File: config.mk
export PLATFORM = sky130hd
export DESIGN_NAME = pid_relay_controller_unit
export DESIGN_NICKNAME = d
export VERILOG_FILES = /design/src/rtl/core/prc_pkg.sv /design/src/rtl/core/pid_relay_controller_unit.sv /design/src/rtl/core/prc_mul.sv /design/src/rtl/core/prc_divider.sv
export SDC_FILE = /design/constraint.sdc
export NUM_CORES = 2
export LEC_CHECK = 0
export BUFFER_PORTS_ARGS = -buffer_cell sky130_fd_sc_hd__buf_2
export CORE_MARGIN = 3
export CORE_UTILIZATION = 30
export DETAILED_ROUTE_END_ITERATION = 10
export SKIP_CTS_REPAIR_TIMING = 1
export SYNTH_ARGS = -nofsm -noshare
export SYNTH_HDL_FRONTEND = slang
export SYNTH_SLANG_ARGS = --single-unit
File: constraint.sdc
create_clock -name i_clk -period 6.9 [get_ports i_clk]
set_input_delay 1.38 -clock i_clk [delete_from_list [all_inputs] [get_ports i_clk]]
set_output_delay 1.38 -clock i_clk [all_outputs]
set_load 0.02 [all_outputs]
File: src/rtl/core/prc_pkg.sv
package prc_pkg;

    // field widths
    localparam int TEMP_W      = 16;
    localparam int MS_W        = 16;
    localparam int GAIN_W      = 16;
    localparam int WIN_W       = 15;
    localparam int THR_W       = 31;
    localparam int ERR_W       = 17;
    localparam int DIFF_W      = 18;
    localparam int PROD_W      = 35;
    localparam int SUM_W       = 32;
    localparam int CFG_IDX_W   = 3;
    localparam int CFG_DATA_W  = 31;
    localparam int IN_TDATA_W  = 32;
    localparam int OUT_TDATA_W = 40;

    // derivative divide: |kd * diff * 1000| < 2**43
    localparam int DIV_NUM_W   = 44;
    localparam int DIV_STEPS   = 2;
    localparam int DIV_ITERS   = DIV_NUM_W / DIV_STEPS;
    localparam int DIV_CNT_W   = $clog2(DIV_ITERS);

    // register reset values
    localparam logic signed [TEMP_W-1:0] SETPOINT_RST = 16'sd1600;
    localparam logic [GAIN_W-1:0]        KP_RST       = 16'd3072;
    localparam logic [GAIN_W-1:0]        KI_RST       = 16'd51;
    localparam logic [GAIN_W-1:0]        KD_RST       = 16'd896;
    localparam logic [WIN_W-1:0]         WIN_RST      = 15'd800;
    localparam logic [THR_W-1:0]         THR_RST      = 31'd520192;

    // configuration register indexes
    localparam logic [CFG_IDX_W-1:0] CFG_SETPOINT = 3'd0;
    localparam logic [CFG_IDX_W-1:0] CFG_KP       = 3'd1;
    localparam logic [CFG_IDX_W-1:0] CFG_KI       = 3'd2;
    localparam logic [CFG_IDX_W-1:0] CFG_KD       = 3'd3;
    localparam logic [CFG_IDX_W-1:0] CFG_WINDOW   = 3'd4;
    localparam logic [CFG_IDX_W-1:0] CFG_THRESH   = 3'd5;

    typedef enum logic [2:0] {
        S_IDLE,
        S_MUL_P,
        S_MUL_I,
        S_MUL_D,
        S_SCALE,
        S_DIV,
        S_SUM
    } t_state;

    typedef struct packed {
        logic busy;
        logic done;
    } t_div_stat;

endpackage

File: src/rtl/core/pid_relay_controller_unit.sv
// Windowed PID temperature controller with relay output.
// Input stream (s_axis): one word per sample, tdata = measured temperature (signed
// Q.4) and milliseconds since the previous sample. Output stream (m_axis): one word
// per sample, tdata = relay bit and saturated P+I+D drive sum (signed Q.12).
// Gains, setpoint, integration window and relay threshold sit on a simple write
// port (i_cfg_we/i_cfg_idx/i_cfg_data); write them only while no sample is in work.
// A single 17x18 multiplier is reused for the P, I and D products, then a
// two-bit-per-cycle restoring divider forms the derivative rate term.
// When elapsed_ms is nonzero the divide runs between the scale and sum steps; when
// elapsed_ms is zero the divide is skipped and the derivative term is zero. One
// sample is in work at a time, so a new word is not accepted until the sequencer
// has finished the last one.
// s_axis_tready is high only when the sequencer is idle. The result is held in an
// output register; the sequencer can take the next sample while it waits, but does
// not overwrite it until the receiver takes it, so a stalled receiver stalls input.
// Synchronous reset returns the configuration registers to their defaults and
// clears the integral, the stored error and the output valid.
module pid_relay_controller_unit (
    input  logic                                  i_clk,
    input  logic                                  i_rst_n,
    input  logic                                  s_axis_tvalid,
    output logic                                  s_axis_tready,
    // [15:0] measured_temp, [31:16] elapsed_ms
    input  logic [prc_pkg::IN_TDATA_W-1:0]        s_axis_tdata,
    output logic                                  m_axis_tvalid,
    input  logic                                  m_axis_tready,
    // [0] relay_on, [32:1] drive_sum, [39:33] zero
    output logic [prc_pkg::OUT_TDATA_W-1:0]       m_axis_tdata,
    input  logic                                  i_cfg_we,
    input  logic [prc_pkg::CFG_IDX_W-1:0]         i_cfg_idx,
    input  logic [prc_pkg::CFG_DATA_W-1:0]        i_cfg_data
);
    import prc_pkg::*;

    function automatic logic signed [SUM_W-1:0] sat32(input logic signed [45:0] v);
        logic signed [SUM_W-1:0] res;
        if (v[45:SUM_W-1] == '0 || v[45:SUM_W-1] == '1) begin
            res = v[SUM_W-1:0];
        end else if (v[45]) begin
            res = {1'b1, {(SUM_W-1){1'b0}}};
        end else begin
            res = {1'b0, {(SUM_W-1){1'b1}}};
        end
        return res;
    endfunction

    // configuration
    logic signed [TEMP_W-1:0] r_setpoint;
    logic [GAIN_W-1:0]        r_kp;
    logic [GAIN_W-1:0]        r_ki;
    logic [GAIN_W-1:0]        r_kd;
    logic [WIN_W-1:0]         r_win;
    logic [THR_W-1:0]         r_thr;

    // sequencer and datapath
    t_state                   r_state;
    t_state                   n_state;
    logic signed [ERR_W-1:0]  r_err;
    logic signed [DIFF_W-1:0] r_diff;
    logic [MS_W-1:0]          r_ms;
    logic signed [33:0]       r_p;
    logic signed [SUM_W-1:0]  r_accum;
    logic signed [ERR_W-1:0]  r_last;
    logic                     r_neg;
    logic signed [DIV_NUM_W:0] r_d;
    logic                     r_out_valid;
    logic [SUM_W-1:0]         r_out_sum;
    logic                     r_out_relay;

    logic                     in_acc;
    logic                     out_free;
    logic                     mul_en;
    logic [GAIN_W-1:0]        mul_gain;
    logic signed [DIFF_W-1:0] mul_val;
    logic signed [PROD_W-1:0] prod;
    logic                     div_start;
    logic [DIV_NUM_W-1:0]     div_num;
    logic [DIV_NUM_W-1:0]     div_quot;
    t_div_stat                div_stat;

    logic signed [ERR_W-1:0]  in_err;
    logic signed [TEMP_W-1:0] in_meas;
    logic signed [DIV_NUM_W:0] prod_x;
    logic signed [DIV_NUM_W:0] scaled;
    logic signed [DIV_NUM_W:0] scaled_neg;
    logic signed [DIV_NUM_W:0] quot_s;
    logic signed [DIFF_W-1:0] win_s;
    logic                     in_window;
    logic signed [45:0]       accum_sum;
    logic signed [45:0]       drive_raw;
    logic signed [SUM_W-1:0]  drive_sat;
    logic                     relay;

    assign s_axis_tready = (r_state == S_IDLE);
    assign in_acc        = s_axis_tvalid && s_axis_tready;
    assign out_free      = !r_out_valid || m_axis_tready;

    assign in_meas = $signed(s_axis_tdata[TEMP_W-1:0]);
    assign in_err  = ERR_W'(r_setpoint) - ERR_W'(in_meas);

    // x * 1000 = x*1024 - x*16 - x*8
    assign prod_x     = (DIV_NUM_W+1)'(prod);
    assign scaled     = (prod_x <<< 10) - (prod_x <<< 4) - (prod_x <<< 3);
    assign scaled_neg = -scaled;
    assign div_num    = scaled[DIV_NUM_W] ? scaled_neg[DIV_NUM_W-1:0] : scaled[DIV_NUM_W-1:0];
    assign quot_s     = $signed({1'b0, div_quot});

    assign win_s     = $signed({{(DIFF_W-WIN_W){1'b0}}, r_win});
    assign in_window = (DIFF_W'(r_err) > -win_s) && (DIFF_W'(r_err) < win_s);
    assign accum_sum = 46'(r_accum) + 46'($signed(prod[33:0]));
    assign drive_raw = 46'(r_p) + 46'(r_accum) + 46'(r_d);
    assign drive_sat = sat32(drive_raw);
    assign relay     = (33'(drive_sat) > $signed({2'b00, r_thr}));

    prc_mul u_mul (
        .i_clk  (i_clk),
        .i_en   (mul_en),
        .i_gain (mul_gain),
        .i_val  (mul_val),
        .o_prod (prod)
    );

    prc_divider u_div (
        .i_clk   (i_clk),
        .i_rst_n (i_rst_n),
        .i_start (div_start),
        .i_num   (div_num),
        .i_den   (r_ms),
        .o_quot  (div_quot),
        .o_stat  (div_stat)
    );

    always_ff @(posedge i_clk) begin
        if (!i_rst_n) begin
            r_setpoint <= SETPOINT_RST;
            r_kp       <= KP_RST;
            r_ki       <= KI_RST;
            r_kd       <= KD_RST;
            r_win      <= WIN_RST;
            r_thr      <= THR_RST;
        end else if (i_cfg_we) begin
            unique case (i_cfg_idx)
                CFG_SETPOINT: r_setpoint <= $signed(i_cfg_data[TEMP_W-1:0]);
                CFG_KP:       r_kp       <= i_cfg_data[GAIN_W-1:0];
                CFG_KI:       r_ki       <= i_cfg_data[GAIN_W-1:0];
                CFG_KD:       r_kd       <= i_cfg_data[GAIN_W-1:0];
                CFG_WINDOW:   r_win      <= i_cfg_data[WIN_W-1:0];
                CFG_THRESH:   r_thr      <= i_cfg_data[THR_W-1:0];
                default: ;
            endcase
        end
    end

    always_ff @(posedge i_clk) begin
        if (!i_rst_n) begin
            r_state <= S_IDLE;
        end else begin
            r_state <= n_state;
        end
    end

    always_comb begin
        n_state   = r_state;
        mul_en    = 1'b0;
        mul_gain  = r_kp;
        mul_val   = DIFF_W'(r_err);
        div_start = 1'b0;
        unique case (r_state)
            S_IDLE: begin
                if (in_acc) n_state = S_MUL_P;
            end
            S_MUL_P: begin
                mul_en  = 1'b1;
                n_state = S_MUL_I;
            end
            S_MUL_I: begin
                mul_en   = 1'b1;
                mul_gain = r_ki;
                n_state  = S_MUL_D;
            end
            S_MUL_D: begin
                mul_en   = 1'b1;
                mul_gain = r_kd;
                mul_val  = r_diff;
                n_state  = S_SCALE;
            end
            S_SCALE: begin
                if (r_ms != '0) begin
                    div_start = 1'b1;
                    n_state   = S_DIV;
                end else begin
                    n_state = S_SUM;
                end
            end
            S_DIV: begin
                if (div_stat.done) n_state = S_SUM;
            end
            S_SUM: begin
                if (out_free) n_state = S_IDLE;
            end
            default: n_state = S_IDLE;
        endcase
    end

    // state that survives between samples
    always_ff @(posedge i_clk) begin
        if (!i_rst_n) begin
            r_accum <= '0;
            r_last  <= '0;
        end else if (r_state == S_MUL_D) begin
            r_accum <= in_window ? sat32(accum_sum) : '0;
            r_last  <= r_err;
        end
    end

    always_ff @(posedge i_clk) begin
        if (in_acc) begin
            r_err  <= in_err;
            r_diff <= DIFF_W'(in_err) - DIFF_W'(r_last);
            r_ms   <= s_axis_tdata[TEMP_W +: MS_W];
        end
        if (r_state == S_MUL_I) begin
            r_p <= prod[33:0];
        end
        if (r_state == S_SCALE) begin
            r_neg <= scaled[DIV_NUM_W];
            if (r_ms == '0) r_d <= '0;
        end
        if (r_state == S_DIV && div_stat.done) begin
            r_d <= r_neg ? -quot_s : quot_s;
        end
        if (r_state == S_SUM && out_free) begin
            r_out_sum   <= drive_sat;
            r_out_relay <= relay;
        end
    end

    always_ff @(posedge i_clk) begin
        if (!i_rst_n) begin
            r_out_valid <= 1'b0;
        end else if (r_state == S_SUM && out_free) begin
            r_out_valid <= 1'b1;
        end else if (m_axis_tready) begin
            r_out_valid <= 1'b0;
        end
    end

    assign m_axis_tvalid = r_out_valid;
    assign m_axis_tdata  = {{(OUT_TDATA_W-SUM_W-1){1'b0}}, r_out_sum, r_out_relay};

endmodule

File: src/rtl/core/prc_mul.sv
module prc_mul (
    input  logic                                  i_clk,
    input  logic                                  i_en,
    input  logic [prc_pkg::GAIN_W-1:0]            i_gain,
    input  logic signed [prc_pkg::DIFF_W-1:0]     i_val,
    output logic signed [prc_pkg::PROD_W-1:0]     o_prod
);
    import prc_pkg::*;

    logic signed [GAIN_W:0]   gain_s;
    logic signed [PROD_W-1:0] r_prod;
    logic signed [PROD_W-1:0] n_prod;

    assign gain_s = $signed({1'b0, i_gain});
    assign n_prod = gain_s * i_val;

    always_ff @(posedge i_clk) begin
        if (i_en) begin
            r_prod <= n_prod;
        end
    end

    assign o_prod = r_prod;

endmodule

File: src/rtl/core/prc_divider.sv
module prc_divider (
    input  logic                            i_clk,
    input  logic                            i_rst_n,
    input  logic                            i_start,
    input  logic [prc_pkg::DIV_NUM_W-1:0]   i_num,
    input  logic [prc_pkg::MS_W-1:0]        i_den,
    output logic [prc_pkg::DIV_NUM_W-1:0]   o_quot,
    output prc_pkg::t_div_stat              o_stat
);
    import prc_pkg::*;

    logic [DIV_NUM_W-1:0] r_num;
    logic [DIV_NUM_W-1:0] n_num;
    logic [MS_W-1:0]      r_rem;
    logic [MS_W-1:0]      n_rem;
    logic [MS_W-1:0]      r_den;
    logic [DIV_CNT_W-1:0] r_cnt;
    logic                 r_busy;
    logic                 r_done;

    // restoring divide, DIV_STEPS quotient bits per cycle; quotient shifts into r_num
    always_comb begin
        logic [MS_W:0]        trial;
        logic [MS_W-1:0]      rem;
        logic [DIV_NUM_W-1:0] num;
        rem = r_rem;
        num = r_num;
        for (int k = 0; k < DIV_STEPS; k++) begin
            trial = {rem, num[DIV_NUM_W-1]};
            num   = {num[DIV_NUM_W-2:0], 1'b0};
            if (trial >= {1'b0, r_den}) begin
                trial  = trial - {1'b0, r_den};
                num[0] = 1'b1;
            end
            rem = trial[MS_W-1:0];
        end
        n_num = num;
        n_rem = rem;
    end

    always_ff @(posedge i_clk) begin
        if (!i_rst_n) begin
            r_busy <= 1'b0;
            r_done <= 1'b0;
        end else begin
            r_done <= 1'b0;
            if (i_start) begin
                r_busy <= 1'b1;
            end else if (r_busy && r_cnt == '0) begin
                r_busy <= 1'b0;
                r_done <= 1'b1;
            end
        end
    end

    always_ff @(posedge i_clk) begin
        if (i_start) begin
            r_num <= i_num;
            r_rem <= '0;
            r_den <= i_den;
            r_cnt <= DIV_CNT_W'(DIV_ITERS - 1);
        end else if (r_busy) begin
            r_num <= n_num;
            r_rem <= n_rem;
            r_cnt <= r_cnt - 1'b1;
        end
    end

    assign o_quot      = r_num;
    assign o_stat.busy = r_busy;
    assign o_stat.done = r_done;

endmodule

==> flow_summary.ini <==
[run_status]
status = completed

[grt]
grt_first_pass_wirelength_um = 198000
grt-ovfl-total = 0
antenna_found_initial = 1
grt_max_degree = 80
grt.total_usage = 0.170
grt_pass1_vias = 34900

[synth]
synth_area_leaders = edfxtp_1 (18%), fa_1 (18%), ha_1 (10%), dfxtp_1 (8.8%), nand2_1 (6.4%)
synth_seq_area_share = 0.271
synth_top_family_by_area = adder cells
ys_warn_count = 0
synth_ff_type = edfxtp_1
synth-edff-count = 259
synth_cell_types = 93
synth_mux_area_frac = 0.0128
netlist_area_sq_um = 42500
syn_avg_cell_area_sq_um = 8.85
synth_top_area_share = 0.183
ys_ff_latch = 445
synth-simple-area-share = 0.158
synth_xor_area_frac = 0.0542
synth_compound_area_frac = 0.156
synthDominantAreaCellType = edfxtp_1
synthArstFlopShare = 0
synthCells = 4800
synthAdderAreaFrac = 0.277

[drt]
vias = 35200
drc = 0
wl_per_cell_um = 18.2
initialDrtViolationCount = 2223
routed_wl_um = 128000
drtAntennaViolNets = 0
via_per_inst = 5.01
dr.pass1.iters = 6

[critical_path]
critPathLaunchType = flop
required_ns = 7.36
critPathMaxFanout = 5
cpPeakStageDelay_ns = 0.55
crit_type = flop to flop
end_kind = flop
cp.arrival_ns = 7.21
crit_slowest_cell = fa_1

[timing]
rsz0062_at_grt = true
fmax_ghz = 0.148
final_hold_viol_count = 0
max_slew_margin = 0.210
layout_min_cycle_time_ns = 6.76
fin_ws_ns = 0.144
setup-tns-final_ns = 0
fin_crit_sh = 0.979
setup_viol = 0
worstMarginPinSlew_ns = 1.18
fin_skew_ns = 0.0414
slew_viol_final = 0

[pwr]
p_leak_nw = 22.1
seqPwrFrac = 0.170
combPwrFrac = 0.709
p_per_area_nw_per_um2 = 450
swShare = 0.493
p_int_mw = 11.4
p_clk_frac = 0.120
p_switching_mw = 11.1
ir_drop_mv = 0.403
fin_total_pwr_mw = 22.5

[job]
max-cap-violations = 0

[final_layout]
layout-drive-gt1-share = 0.142
finish.utilization = 0.356
final_cell_mix = nand2_1 (692), inv_1 (581), fa_1 (361)
fin_cells = 7039
fillCellCount = 14400
final_common_cell = nand2_1
area_growth_pct = 17.5
fin_nets = 5911

[die]
die_h_um = 382
fp.coreArea_sq_um = 140000
boundaryPins = 113
die_area_sq_um = 146000
fp-row-count = 137
die_w_um = 382
initial_core_util = 0.303

[clock_network]
cts_root_buf = clkbuf_16
clk_pin_slew_ns = 0.06
cts_tree = done
clock-sinks = 445
cts_buffer_depth = 3
clock_latency_ns = 0.63
cts_inserted_buffers = 48
htreeDepth = 2

[placed_design]
dp_cells = 6894
port_buffers = 105
pre_cts_slack_ns = -0.229
gp_congestion = 0.908
dp_hpwl_um = 103000

[worst_hold_path]
hold_path_class = flop to flop
==> power groups by stage <==
stage	clock [mW]	sequential, mW	combinational [mW]
6_report	2.70	3.83	15.9
5_1_grt	2.88	3.84	17.7
4_1_cts	2.77	3.82	15.2
3_5_place_dp	0	3.88	15.2
3_3_place_gp	0	3.88	15.0
2_1_floorplan	0	3.56	11.1
==> synth_stat cells (63+ instances only) <==
cell        n
nand2_1   723
nor3_1     63
xnor2_1   151
inv_1     605
o21ai_0   219
xor2_1    112
fa_1      372
clkbuf_1  140
a21oi_1   347
nor2_1    317
a21o_1    122
ha_1      346
edfxtp_1  259
dfxtp_1   186
nand3_1    77
==> kinds of logic after synthesis <==
| group | after synthesis |
|---|---|
| adders and majority gates | 718 |
| AOI/OAI and AO/OA | 1055 |
| muxes | 53 |
| and+or+nand+nor | 1485 |
| buffers and inverters | 780 |
| other | 1 |
| DFF | 445 |
| xor gates and xnor gates | 263 |
==> per-stage QoR <==
stage,area (sq um),hold slack [ns]
after floorplan,42700,0.427
after global placement,47000,0.443
after detailed placement,47000,0.443
after CTS,48600,0.456
after global routing,49900,0.477
final,49900,0.455
==> critical path: cells and delay by family (launching register included) <==
kind                     cells  cell delay, ns
flip-flops                   1            0.39
adder cells (fa/ha/maj)      7            3.35
AO/OA/AOI/OAI                8            1.31
multiplexers                 1            0.16
buffers and inverters        8            0.71
AND/OR/NAND/NOR              3            0.65
==> layer usage <==
metal / up-vias / wire (um) / global-route usage
met2: 798 / 62100 / 0.292
met3: 153 / 6060 / 0.0205
li1: 16900 / - / -
met5: - / 0 / 0
met4: 0 / 3310 / 0.0419
met1: 17400 / 56700 / 0.227
==> sequential cells by signal, indices dropped and copies added (netlist names), 17 cells and up <==
register	cells
r_thr	31
r_out_sum	32
r_diff	18
u_div.o_quot	44
r_accum	32
r_d	45
r_last	17
r_p	34
r_err	17
u_mul.o_prod	35
==> cell type report <==
cell class	instances	area, sq um	share of cell area
diodes	1	2.50	0.0000501
clock buffers	59	1290	0.0259
well taps	1876	2350	0.0470
repair buffers	439	3350	0.0672
flip-flops and latches	445	11500	0.231
clock inverters	31	334	0.00669
multi-input cells	3583	28800	0.577
inverters	605	2270	0.0455
==> final timing paths <==
kind         slack, ns  cells after the start               startpoint                          to
min reg2reg       0.46                      2   r_thr[25]$_SDFFE_PN0P_      r_thr[25]$_SDFFE_PN0P_
min               0.46                      2   r_thr[25]$_SDFFE_PN0P_      r_thr[25]$_SDFFE_PN0P_
max reg2reg       0.14                     27  r_state[0]$_SDFFE_PN0P_  u_mul.o_prod[32]$_DFFE_PP_
max               0.14                     27  r_state[0]$_SDFFE_PN0P_  u_mul.o_prod[32]$_DFFE_PP_
Note: power is estimated with default switching activity, not from simulation.
